--- config.mk ---
export PLATFORM = sky130hd
export DESIGN_NAME = length_framed_sum_checked_deframer_unit
export DESIGN_NICKNAME = d
export VERILOG_FILES = /design/src/sv/lfsd_pkg.sv /design/src/sv/lfsd_front.sv /design/src/sv/lfsd_queue.sv /design/src/sv/lfsd_back.sv /design/src/sv/length_framed_sum_checked_deframer_unit.sv
export SDC_FILE = /design/constraint.sdc
export NUM_CORES = 1
export LEC_CHECK = 0
export BUFFER_PORTS_ARGS = -buffer_cell sky130_fd_sc_hd__buf_2
export CAP_MARGIN = 10
export CORE_ASPECT_RATIO = 0.9
export CORE_MARGIN = 4
export CORE_UTILIZATION = 28
export CTS_BUF_LIST = sky130_fd_sc_hd__clkbuf_4
export DETAILED_ROUTE_END_ITERATION = 16
export GPL_TIMING_DRIVEN = 0
export PLACE_DENSITY = 0.55
export SYNTH_ARGS = -nofsm -noshare
export SYNTH_HDL_FRONTEND = slang
export SYNTH_SLANG_ARGS = --single-unit
--- constraint.sdc ---
create_clock -name clk_i -period 3.65 [get_ports clk_i]
set_input_delay 0.73 -clock clk_i [delete_from_list [all_inputs] [get_ports clk_i]]
set_output_delay 0.73 -clock clk_i [all_outputs]
set_load 0.02 [all_outputs]
--- src/sv/lfsd_pkg.sv ---
// Shared types and constants for the length-framed, sum-checked deframer.
// Used by the front classifier, the item queue, the back sequencer and the top level.
// No dependencies.
`default_nettype none

package lfsd_pkg;

  // Widths fixed by the frame format.
  localparam int unsigned ByteW   = 8;
  localparam int unsigned StatusW = 3;
  localparam int unsigned CfgIdxW = 2;

  // Depth of the queue between the front and the back.
  localparam int unsigned QueueDepth = 2;
  localparam int unsigned QPtrW      = $clog2(QueueDepth);
  localparam int unsigned QCntW      = $clog2(QueueDepth + 1);

  // Configuration register indexes.
  localparam logic [CfgIdxW-1:0] CFG_HEADER  = 2'd0;
  localparam logic [CfgIdxW-1:0] CFG_MAX_LEN = 2'd1;
  localparam logic [CfgIdxW-1:0] CFG_TIMEOUT = 2'd2;

  // Configuration reset values.
  localparam logic [ByteW-1:0] HeaderReset  = 8'hFE;
  localparam logic [ByteW-1:0] MaxLenReset  = 8'd99;
  localparam logic [ByteW-1:0] TimeoutReset = 8'd100;

  // Result status codes.
  typedef enum logic [StatusW-1:0] {
    ST_BYTE    = 3'd0,
    ST_GOOD    = 3'd1,
    ST_BAD     = 3'd2,
    ST_TIMEOUT = 3'd3,
    ST_LENBAD  = 3'd4
  } status_e;

  // Receive phase, one-hot.
  typedef enum logic [3:0] {
    PH_HUNT = 4'b0001,
    PH_LEN  = 4'b0010,
    PH_DATA = 4'b0100,
    PH_SUM  = 4'b1000
  } phase_e;

  // One classified input item as it travels from the front to the back.
  typedef struct packed {
    logic             is_tick;
    logic             hdr_hit;
    logic             len_zero;
    logic             len_over;
    logic [ByteW-1:0] data;
  } item_t;

endpackage

`default_nettype wire

--- src/sv/lfsd_front.sv ---
// Front end of the deframer: accepts input transfers and classifies each byte
// against the header value and the length limit. Depends on lfsd_pkg.
`default_nettype none

module lfsd_front (
  input  logic                        in_valid_i,
  output logic                        in_ready_o,
  input  logic                        mode_i,
  input  logic [lfsd_pkg::ByteW-1:0]  rx_byte_i,
  input  logic [lfsd_pkg::ByteW-1:0]  header_i,
  input  logic [lfsd_pkg::ByteW-1:0]  max_len_i,
  input  logic                        q_ready_i,
  output logic                        q_push_o,
  output lfsd_pkg::item_t             q_item_o
);
  import lfsd_pkg::*;

  // An item is taken whenever the queue has room.
  assign in_ready_o = q_ready_i;
  assign q_push_o   = in_valid_i & q_ready_i;

  // Precompute the header and length comparisons the back needs; the checksum compare stays in the back.
  always_comb begin
    q_item_o.is_tick  = mode_i;
    q_item_o.hdr_hit  = (rx_byte_i == header_i);
    q_item_o.len_zero = (rx_byte_i == '0);
    q_item_o.len_over = (rx_byte_i > max_len_i);
    q_item_o.data     = rx_byte_i;
  end

endmodule

`default_nettype wire

--- src/sv/lfsd_queue.sv ---
// Short FIFO of classified items between the front and the back of the deframer.
// Depends on lfsd_pkg for the item type and the depth.
`default_nettype none

module lfsd_queue (
  input  logic                          clk_i,
  input  logic                          rst_ni,
  input  logic                          push_i,
  input  lfsd_pkg::item_t               push_item_i,
  output logic                          ready_o,
  input  logic                          pop_i,
  output logic                          valid_o,
  output lfsd_pkg::item_t               head_o,
  output logic [lfsd_pkg::QCntW-1:0]    count_o
);
  import lfsd_pkg::*;

  item_t            mem_q [QueueDepth];
  logic [QPtrW-1:0] wr_ptr_q, wr_ptr_d;
  logic [QPtrW-1:0] rd_ptr_q, rd_ptr_d;
  logic [QCntW-1:0] count_q, count_d;

  assign ready_o = (count_q != QCntW'(QueueDepth));
  assign valid_o = (count_q != '0);
  assign head_o  = mem_q[rd_ptr_q];
  assign count_o = count_q;

  // Pointer and fill count update; pointers wrap at the queue depth.
  always_comb begin
    wr_ptr_d = wr_ptr_q;
    rd_ptr_d = rd_ptr_q;
    count_d  = count_q;
    if (push_i) begin
      wr_ptr_d = (wr_ptr_q == QPtrW'(QueueDepth - 1)) ? '0 : wr_ptr_q + 1'b1;
    end
    if (pop_i) begin
      rd_ptr_d = (rd_ptr_q == QPtrW'(QueueDepth - 1)) ? '0 : rd_ptr_q + 1'b1;
    end
    if (push_i && !pop_i) begin
      count_d = count_q + 1'b1;
    end else if (pop_i && !push_i) begin
      count_d = count_q - 1'b1;
    end
  end

  always_ff @(posedge clk_i or negedge rst_ni) begin
    if (!rst_ni) begin
      wr_ptr_q <= '0;
      rd_ptr_q <= '0;
      count_q  <= '0;
    end else begin
      wr_ptr_q <= wr_ptr_d;
      rd_ptr_q <= rd_ptr_d;
      count_q  <= count_d;
    end
  end

  // Item storage needs no reset.
  always_ff @(posedge clk_i) begin
    if (push_i) begin
      mem_q[wr_ptr_q] <= push_item_i;
    end
  end

endmodule

`default_nettype wire

--- src/sv/lfsd_back.sv ---
// Back end of the deframer: the frame sequencer, checksum, tick timeout and
// the registered result stage. Depends on lfsd_pkg.
`default_nettype none

module lfsd_back (
  input  logic                          clk_i,
  input  logic                          rst_ni,
  input  logic [lfsd_pkg::ByteW-1:0]    timeout_i,
  input  logic                          q_valid_i,
  input  lfsd_pkg::item_t               q_item_i,
  output logic                          q_pop_o,
  output logic                          out_valid_o,
  input  logic                          out_ready_i,
  output logic [lfsd_pkg::StatusW-1:0]  status_o,
  output logic [lfsd_pkg::ByteW-1:0]    payload_byte_o,
  output logic                          frame_end_o
);
  import lfsd_pkg::*;

  phase_e           phase_q, phase_d;
  logic [ByteW-1:0] remain_q, remain_d;
  logic [ByteW-1:0] sum_q, sum_d;
  logic [ByteW-1:0] tick_q, tick_d;
  logic [ByteW-1:0] tick_inc;

  logic             res_valid;
  status_e          res_status;
  logic [ByteW-1:0] res_byte;
  logic             res_end;

  logic             out_valid_q;
  status_e          out_status_q;
  logic [ByteW-1:0] out_byte_q;
  logic             out_end_q;

  // Take the next item when the result register is free or being drained.
  assign q_pop_o = q_valid_i & (~out_valid_q | out_ready_i);

  // Saturating tick counter increment.
  assign tick_inc = (tick_q != '1) ? tick_q + 1'b1 : tick_q;

  // Frame sequencer.
  always_comb begin
    phase_d    = phase_q;
    remain_d   = remain_q;
    sum_d      = sum_q;
    tick_d     = tick_q;
    res_valid  = 1'b0;
    res_status = ST_BYTE;
    res_byte   = '0;
    res_end    = 1'b0;
    if (q_pop_o) begin
      if (q_item_i.is_tick) begin
        // Ticks only count while a frame is open.
        if (phase_q != PH_HUNT) begin
          if (tick_inc >= timeout_i) begin
            tick_d     = '0;
            remain_d   = '0;
            phase_d    = PH_HUNT;
            res_valid  = 1'b1;
            res_status = ST_TIMEOUT;
            res_end    = 1'b1;
          end else begin
            tick_d = tick_inc;
          end
        end
      end else begin
        case (phase_q)
          PH_HUNT: begin
            if (q_item_i.hdr_hit) begin
              phase_d = PH_LEN;
              tick_d  = '0;
            end
          end
          PH_LEN: begin
            if (q_item_i.len_zero) begin
              phase_d = PH_HUNT;
            end else if (q_item_i.len_over) begin
              phase_d    = PH_HUNT;
              remain_d   = '0;
              res_valid  = 1'b1;
              res_status = ST_LENBAD;
              res_end    = 1'b1;
            end else begin
              remain_d = q_item_i.data;
              sum_d    = '0;
              phase_d  = PH_DATA;
            end
          end
          PH_DATA: begin
            sum_d     = sum_q + q_item_i.data;
            remain_d  = remain_q - 1'b1;
            if (remain_q == ByteW'(1)) begin
              phase_d = PH_SUM;
            end
            res_valid = 1'b1;
            res_byte  = q_item_i.data;
          end
          PH_SUM: begin
            phase_d    = PH_HUNT;
            res_valid  = 1'b1;
            res_status = (q_item_i.data == sum_q) ? ST_GOOD : ST_BAD;
            res_end    = 1'b1;
          end
          default: begin
            phase_d = PH_HUNT;
          end
        endcase
      end
    end
  end

  always_ff @(posedge clk_i or negedge rst_ni) begin
    if (!rst_ni) begin
      phase_q  <= PH_HUNT;
      remain_q <= '0;
      sum_q    <= '0;
      tick_q   <= '0;
    end else begin
      phase_q  <= phase_d;
      remain_q <= remain_d;
      sum_q    <= sum_d;
      tick_q   <= tick_d;
    end
  end

  // Result register valid flag.
  always_ff @(posedge clk_i or negedge rst_ni) begin
    if (!rst_ni) begin
      out_valid_q <= 1'b0;
    end else if (q_pop_o) begin
      out_valid_q <= res_valid;
    end else if (out_ready_i) begin
      out_valid_q <= 1'b0;
    end
  end

  // Result payload, loaded only with a new result.
  always_ff @(posedge clk_i) begin
    if (q_pop_o && res_valid) begin
      out_status_q <= res_status;
      out_byte_q   <= res_byte;
      out_end_q    <= res_end;
    end
  end

  assign out_valid_o    = out_valid_q;
  assign status_o       = out_status_q;
  assign payload_byte_o = out_byte_q;
  assign frame_end_o    = out_end_q;

endmodule

`default_nettype wire

--- src/sv/length_framed_sum_checked_deframer_unit.sv ---
// Top level of the length-framed, sum-checked deframer: configuration registers,
// front classifier, item queue and back sequencer. Depends on lfsd_pkg and all lfsd_ modules.
`default_nettype none

// The block takes one input transfer (a received byte or a poll tick) per clock while
// its queue has room, and gives at most one result per item, in order. A front stage
// compares each byte with the header value and the length limit and pushes it into a
// two-entry queue; the back sequencer pops one item per cycle while the result register
// is free or being drained, updates the phase, length, checksum and tick counters, and
// loads the result register. With nothing waiting ahead of it, an item passes through
// the queue register and then the result register before its result is presented. Full
// throughput of one item per cycle holds while the result side keeps taking results;
// the single sequencer step per item is what sets that rate. Items that give no result
// (headers, length bytes, ticks outside a timeout) still take a sequencer step.
// Configuration writes are taken at once and must only happen while the block is idle.
module length_framed_sum_checked_deframer_unit (
  input  logic                           clk_i,
  input  logic                           rst_ni,
  input  logic                           cfg_we_i,
  input  logic [lfsd_pkg::CfgIdxW-1:0]   cfg_idx_i,
  input  logic [lfsd_pkg::ByteW-1:0]     cfg_wdata_i,
  input  logic                           in_valid_i,
  output logic                           in_ready_o,
  input  logic                           mode_i,
  input  logic [lfsd_pkg::ByteW-1:0]     rx_byte_i,
  output logic                           out_valid_o,
  input  logic                           out_ready_i,
  output logic [lfsd_pkg::StatusW-1:0]   status_o,
  output logic [lfsd_pkg::ByteW-1:0]     payload_byte_o,
  output logic                           frame_end_o
);
  import lfsd_pkg::*;

  logic [ByteW-1:0] header_q;
  logic [ByteW-1:0] max_len_q;
  logic [ByteW-1:0] timeout_q;

  logic             q_ready;
  logic             q_push;
  item_t            q_push_item;
  logic             q_pop;
  logic             q_valid;
  item_t            q_head;
  logic [QCntW-1:0] q_count;

  // Configuration registers; writes to unused indexes are dropped.
  always_ff @(posedge clk_i or negedge rst_ni) begin
    if (!rst_ni) begin
      header_q  <= HeaderReset;
      max_len_q <= MaxLenReset;
      timeout_q <= TimeoutReset;
    end else if (cfg_we_i) begin
      case (cfg_idx_i)
        CFG_HEADER:  header_q  <= cfg_wdata_i;
        CFG_MAX_LEN: max_len_q <= cfg_wdata_i;
        CFG_TIMEOUT: timeout_q <= cfg_wdata_i;
        default: begin
        end
      endcase
    end
  end

  // Front classifier.
  lfsd_front u_front (
    .in_valid_i (in_valid_i),
    .in_ready_o (in_ready_o),
    .mode_i     (mode_i),
    .rx_byte_i  (rx_byte_i),
    .header_i   (header_q),
    .max_len_i  (max_len_q),
    .q_ready_i  (q_ready),
    .q_push_o   (q_push),
    .q_item_o   (q_push_item)
  );

  // Queue between front and back.
  lfsd_queue u_queue (
    .clk_i       (clk_i),
    .rst_ni      (rst_ni),
    .push_i      (q_push),
    .push_item_i (q_push_item),
    .ready_o     (q_ready),
    .pop_i       (q_pop),
    .valid_o     (q_valid),
    .head_o      (q_head),
    .count_o     (q_count)
  );

  // Back sequencer and result register.
  lfsd_back u_back (
    .clk_i          (clk_i),
    .rst_ni         (rst_ni),
    .timeout_i      (timeout_q),
    .q_valid_i      (q_valid),
    .q_item_i       (q_head),
    .q_pop_o        (q_pop),
    .out_valid_o    (out_valid_o),
    .out_ready_i    (out_ready_i),
    .status_o       (status_o),
    .payload_byte_o (payload_byte_o),
    .frame_end_o    (frame_end_o)
  );

`ifndef SYNTHESIS
  // The front stalls only when the queue is full.
  assert property (@(posedge clk_i) disable iff (!rst_ni)
    !in_ready_o |-> (q_count == QCntW'(QueueDepth)))
    else $error("input stalled while queue has room");

  // A payload byte result never closes a frame; every other status does.
  assert property (@(posedge clk_i) disable iff (!rst_ni)
    out_valid_o |-> (frame_end_o == (status_o != ST_BYTE)))
    else $error("frame_end does not match status");

  // The payload field is zero on every non-payload result.
  assert property (@(posedge clk_i) disable iff (!rst_ni)
    (out_valid_o && (status_o != ST_BYTE)) |-> (payload_byte_o == '0))
    else $error("payload byte set on a verdict result");

  // A pop without a free result register would overwrite a pending result.
  assert property (@(posedge clk_i) disable iff (!rst_ni)
    (q_pop && out_valid_o) |-> out_ready_i)
    else $error("sequencer advanced while result stalled");
`endif

endmodule

`default_nettype wire

==> results.md, run 1 <==
- Result of the run: finished, final reports clean
- CTS H-tree depth: 3
- Ant. Diodes: 0
- Crit path max fanout: 12
- Final Cycle Share: 0.967
- CP Class: reg -> reg
- FMAX: 283 MHz
- Post-route ant nets: 0
- Minimum clock period: 3.53 ns
- WHS: 0.191 ns
- R2r startpoint: u_back.tick_q[4]$_DFFE_PN0P_
- Avg Vias per Cell: 4.75
- Post-layout nets: 551
- Peak VDD IR: 0.258 mV
- CP top delay family: compound AO/OA/AOI/OAI gates
- Die height: 135 um
- Hold Buf Count CTS: 0
- Antenna violations before repair: 0
- RD Place Congestion: 0.863
- Layout Cells excl Fill: 742
- Reg2reg path depth: 13
- Setup Viol. Count Final: 0
- Drt drc: 0
- Die Area: 20,100 um2
- Fin. Hold Viols: 0
- Std-Cell Rows: 46
- Total routing usage reported by global routing: 0.116
- Crit path cell chain: and3_1, and3_1, a21oi_1, and3_1, xor2_1, ha_1, a21oi_1, o21ai_0, and2_1, a31oi_2, a21o_1, clkinvlp_4, buf_12
- Max cap viols: 0
- Most used DFF post-synth: dfrtp_1
- Top-area cell type share of the netlist area: 0.216
- Critical path startpoint category: flop
- Drt wl/cell: 15.0 um
- Final Max Slew Viols: 0
- Number of detailed-route iterations in the first pass: 4
- Boundary pin count: 38
- Most common cell type on the critical path: and3_1
- Seq/Total Area, Yosys: 0.505
- Cell taking the most area after synthesis: edfxtp_1
- Largest net degree at the start of global routing: 37
- Reg-to-reg slack, setup: 0.12 ns
- RSZ-0062 raised after global routing: true
- Crit path buffers/inverters: 2
- Final HPWL from detailed placement: 8.56 mm
- Worst R2R End: u_back.payload_byte_o[5]$_SDFFCE_PP0P_
- CTS root buf: clkbuf_4
- CTS tree: done
- Starting DRC count in detailed routing: 218
- Asr flop ratio synth: 0.613
- Dominant cells by area after synthesis: edfxtp_1 22%, dfrtp_1 21%, dfstp_2 7.9%
- Placed Cells: 725
- Final Skew: 0.0222 ns
- Crit-path slowest cell: dfrtp_1
- Worst Hold Class: in -> async
- DIE WIDTH: 149 um
- Syn Inst Count: 447
- Vias: 3,524
- Core ar.: 17,600 um2
- Routed Wire Length: 11.2 mm
- First-pass GRT wire length: 18.4 mm
- Library cells used by synthesis: 60
- CTS clk-pin slew, worst paths: 0.18 ns
- Insertion delay to the later sink of the worst-skew pair: 0.47 ns
- Max Root-Sink Buffers: 2
- Critical Path AT: 3.77 ns
- TNS Setup: 0 ns
- Area delta synth->final: 13.7%
- Syn nets: 501
- Lkg Pwr: 2.36 nW
- Synth Register Bits: 93
- Initial core utilization: 0.284
- Synthesized area: 5010 um2
- Remaining Overflow, GRT: 0
- Crit path largest cell delay: 0.46 ns
- Worst endpoint required time: 3.89 ns
- Tightest Pin Transition: 1.03 ns
- Most frequent cells in the layout: 42 x dfrtp_1, 39 x buf_2, 36 x edfxtp_1
- CTS Buf Count: 9
- Vias in the first global route: 3,648
- PwrDens: 652 nW/um2
- Worst relative slew slack: 0.314
- CP endpoint kind: flop
- Commonest non-fill, non-tap cell in the layout: dfrtp_1
- Post-synth EDFFs: 36
- Share of layout cells above drive strength 1: 0.237
- PortBufs: 37
- Ys Warns: 0
- CTS sink count: 93
- Avg Cell Area, Syn: 11.2 um2
[routing by layer]
layer | vias to the layer above | global-route usage | share of wire
met4 | 0 | 0.0361 | 0.012
met1 | 1719 | 0.156 | 0.47
met3 | 11 | 0.0302 | 0.049
li1 | 1722 | - | -
met2 | 72 | 0.182 | 0.47
met5 | - | 0 | 0
[repair_timing]
action | CTS | global route
resized for setup | 1 | 4
buffers inserted | 0 | 1
endpoints found under the setup margin | 10 | 22
hold endpoints to repair | 0 | 0
[through the flow]
stage               cell area (um2)  utilization  total power [mW]  worst slack, ns
floorplan                      5010            -              2.71            0.716
global placement               5490        0.312              3.08           0.0116
detailed placement             5510        0.313              3.14           -0.128
CTS                            5660        0.321              3.73           0.0447
global route                   5690        0.323              4.01          -0.0550
finish                         5690        0.323              3.71            0.122
[flip-flops by register name, indices dropped and copies added, names as in the netlist]
name                   flops
u_queue.wr_ptr_q           1
u_queue.count_o            2
timeout_q                  8
u_queue.mem_q             24
u_back.frame_end_o         1
u_back.tick_q              8
u_back.payload_byte_o      8
u_back.sum_q               8
u_queue.rd_ptr_q           1
max_len_q                  8
u_back.remain_q            8
u_back.out_valid_o         1
u_back.status_o            3
u_back.phase_q             4
header_q                   8
[worst max path at each step]
stage / cells after the start / endpoint / from / slack (ns)
3_3_place_gp: 12 / u_back.remain_q[6]$_DFFE_PN0P_ / u_back.tick_q[4]$_DFFE_PN0P_ / 0.01
2_1_floorplan: 12 / u_back.frame_end_o$_SDFFCE_PN0P_ / u_back.tick_q[4]$_DFFE_PN0P_ / 0.72
4_1_cts: 12 / u_back.payload_byte_o[2]$_SDFFCE_PP0P_ / u_back.tick_q[4]$_DFFE_PN0P_ / 0.04
5_1_grt: 12 / u_back.remain_q[4]$_DFFE_PN0P_ / u_back.tick_q[0]$_DFFE_PN0P_ / -0.06
3_5_place_dp: 12 / u_back.remain_q[4]$_DFFE_PN0P_ / u_back.tick_q[4]$_DFFE_PN0P_ / -0.13
6_report: 13 / u_back.payload_byte_o[5]$_SDFFCE_PP0P_ / u_back.tick_q[4]$_DFFE_PN0P_ / 0.12
[layout make-up]
class	instances	area [um2]
Inverter	28	109
Multi-Input combinational cell	316	2330
Tap cell	240	300
Timing Repair Buffer	39	225
Buffer	10	52.6
Clock buffer	9	67.6
Sequential cell	93	2530
Clock inverter	7	76.3
Fill cell	1839	11900
[power breakdown]
group          switching [mW]  internal (mW)
logic                   0.954          0.655
clock network           0.408          0.166
registers               0.163           1.36
total                    1.53           2.18
[worst reg2reg max path: stages, from the launching register on]
cell        delay (ns)
dfrtp_1           0.46
and3_1            0.26
and3_1            0.22
a21oi_1           0.30
and3_1            0.26
xor2_1            0.17
ha_1              0.26
a21oi_1           0.12
o21ai_0           0.18
and2_1            0.22
a31oi_2           0.30
a21o_1            0.27
clkinvlp_4        0.13
buf_12            0.16
[cells by family (layout without fill, tap and decap cells)]
| group | count (synthesis) | count (layout) | share of synthesized area |
|---|---|---|---|
| AO/OA/AOI/OAI | 90 | 90 | 0.115 |
| XOR/XNOR | 26 | 26 | 0.0455 |
| adder cells (fa/ha/maj) | 30 | 30 | 0.0765 |
| buffers and inverters | 38 | 93 | 0.0312 |
| flip-flops | 93 | 93 | 0.505 |
| multiplexers | 40 | 40 | 0.0902 |
| AND/OR/NAND/NOR | 130 | 130 | 0.137 |
[Yosys cell counts (all sizes together), types with 2 or more instances]
library cell   n
dfrtp         42
edfxtp        36
nor2          33
mux2          31
ha            29
inv           28
nand2         28
o21ai         27
a21oi         23
xnor2         18
dfstp         15
nand3         12
nor3          11
mux2i          9
nand2b         8
xor2           8
a31oi          7
and3           7
clkbuf         6
a22o           5
nand3b         5
o31ai          5
a21o           4
buf            4
nand4          4
nor2b          4
and2           3
nor3b          3
or4            3
a22oi          2
nor4           2
nor4b          2
o211ai         2
o21a           2
o22ai          2
o41ai          2
or2            2
Power figures use the tool's default switching activity.
==> run 2: changes to the inputs <==
CELL_PAD_IN_SITES_DETAIL_PLACEMENT = 1   (was not set)
CELL_PAD_IN_SITES_GLOBAL_PLACEMENT = 1   (was not set)
CORE_UTILIZATION = 50   (was 28)
CTS_CLUSTER_SIZE = 16   (was not set)
PLACE_DENSITY = 0.94   (was 0.55)
==> run 2 against run 1 <==
  * Design area fell by 1.8%
  * Die area shrank 42%
  * Hold slack better by 0.074 ns
  * Worst setup slack improved by 0.053 ns
  * Critical path type unchanged
==> results.md, run 2 (synthesis results as in run 1) <==
- Routed Wire Length: 13.7 mm
- Crit path buffers/inverters: 2
- Post-layout nets: 554
- CP Launch Point: u_back.tick_q[5]$_DFFE_PN0P_
- Insertion delay to the later sink of the worst-skew pair: 0.47 ns
- Post-DP Area: 5370 um2
- Crit path largest cell delay: 0.46 ns
- CP Class: reg -> reg
- Worst relative slew slack: 0.284
- Setup Viol. Count Final: 0
- CTS H-tree depth: 3
- Vias in the first global route: 4,181
- Most frequent cells in the layout: 42 x dfrtp_1, 39 x buf_2, 36 x edfxtp_1
- Worst Hold Class: in -> async
- PwrDens: 703 nW/um2
- CTS tree: done
- Max cap viols: 0
- Worst endpoint required time: 4.01 ns
- Drt drc: 0
- Starting DRC count in detailed routing: 149
- First-pass GRT wire length: 21.9 mm
- CTS clk-pin slew, worst paths: 0.16 ns
- Result of the run: finished, final reports clean
- Final Max Slew Viols: 0
- CP top delay family: simple AND/OR/NAND/NOR gates
- Crit path depth: 13
- Ant. Diodes: 0
- Number of detailed-route iterations in the first pass: 4
- CTS root buf: clkbuf_4
- Max Root-Sink Buffers: 2
- CP endpoint kind: flop
- Tightest Pin Transition: 1.07 ns
- PortBufs: 37
- Vias: 3,769
- CTS Buf Count: 9
- R2r startpoint: u_back.tick_q[5]$_DFFE_PN0P_
- Crit-path slowest cell: dfrtp_1
- Reg2reg path depth: 13
- Initial core utilization: 0.516
- Crit path cell chain: and3_1, and3_1, a21oi_2, and3_1, xor2_2, ha_1, nand2_1, nor2_1, a211oi_2, buf_4, clkbuf_1, o31ai_1, nand2_1
- Minimum clock period: 3.48 ns
- Top reg by flops: u_queue.mem_q
- Commonest non-fill, non-tap cell in the layout: dfrtp_1
- FMAX: 288 MHz
- Boundary pin count: 38
- Most common cell type on the critical path: and3_1
- Lkg Pwr: 2.37 nW
- Core ar.: 9700 um2
- TNS Setup: 0 ns
- Post-route cell area: 5590 um2
- Avg Vias per Cell: 5.97
- Critical path startpoint category: flop
- Area delta synth->final: 11.6%
- Post-route ant nets: 0
- Critical Path AT: 3.84 ns
- WHS: 0.265 ns
- Std-Cell Rows: 34
- Remaining Overflow, GRT: 0
- Total routing usage reported by global routing: 0.246
- Final HPWL from detailed placement: 10.1 mm
- DIE WIDTH: 113 um
- Final Cycle Share: 0.952
- Fillers: 1,062
- Layout Cells excl Fill: 631
- Die height: 103 um
- RD Place Congestion: 0.866
- Antenna violations before repair: 0
- CTS sink count: 93
- Max reg flops: 24
- Peak VDD IR: 0.327 mV
- Final Skew: 0.0239 ns
- Crit path max fanout: 10
- Largest net degree at the start of global routing: 31
- Die Area: 11,700 um2
- Drt wl/cell: 21.6 um
- Placed Cells: 611
- Fin. Hold Viols: 0
- Share of layout cells above drive strength 1: 0.244
[run 2: area by class of cell]
cell class / instances / area [um2] / area share
clock buffer: 10 / 75.1 / 0.0134
multi-input combinational: 316 / 2350 / 0.420
inverter: 28 / 109 / 0.0195
clock inverter: 6 / 73.8 / 0.0132
timing repair buffer: 42 / 248 / 0.0443
sequential: 93 / 2530 / 0.452
tap: 126 / 158 / 0.0282
buffer: 10 / 51.3 / 0.00918
[run 2: what timing repair did]
item / 4_1_cts / 5_1_grt
pin swaps: 0 / 1
gates resized for setup: 3 / 3
hold buffers: 0 / 0
setup buffers: 1 / 3
endpoints found under the setup margin: 23 / 28
[run 2: layer usage]
metal | GRT usage | share of wire
met1 | 0.292 | 0.40
met2 | 0.445 | 0.52
met3 | 0.0516 | 0.050
met4 | 0.0887 | 0.029
met5 | 0 | 0
[run 2: final timing paths]
path	to	slack [ns]
setup / recovery	u_back.remain_q[2]$_DFFE_PN0P_	0.17
hold / removal	max_len_q[7]$_DFFE_PN0P_	0.26
setup reg to reg	u_back.remain_q[2]$_DFFE_PN0P_	0.17
hold reg to reg	u_back.sum_q[4]$_DFFE_PN0P_	0.51
max in group asynchronous	u_back.phase_q[0]$_DFFE_PN1P_	2.73
min in group clk_i	u_queue.mem_q[0][11]$_DFFE_PP_	0.46
[run 2: per-stage QoR]
stage | util | worst slack (ns) | total power, mW
after floorplan | - | 0.716 | 2.71
after detailed placement | 0.554 | -0.230 | 3.23
final | 0.576 | 0.174 | 3.93
after CTS | 0.572 | -0.00219 | 3.88
after global placement | 0.551 | 0.0399 | 3.03
after global routing | 0.576 | -0.0665 | 4.18
[run 2: where the power goes]
part	total [mW]	switching, mW	internal, mW	leakage (nW)
combinational	1.76	1.08	0.679	1.26
clock	0.612	0.383	0.230	0.0842
sequential	1.55	0.188	1.36	1.02
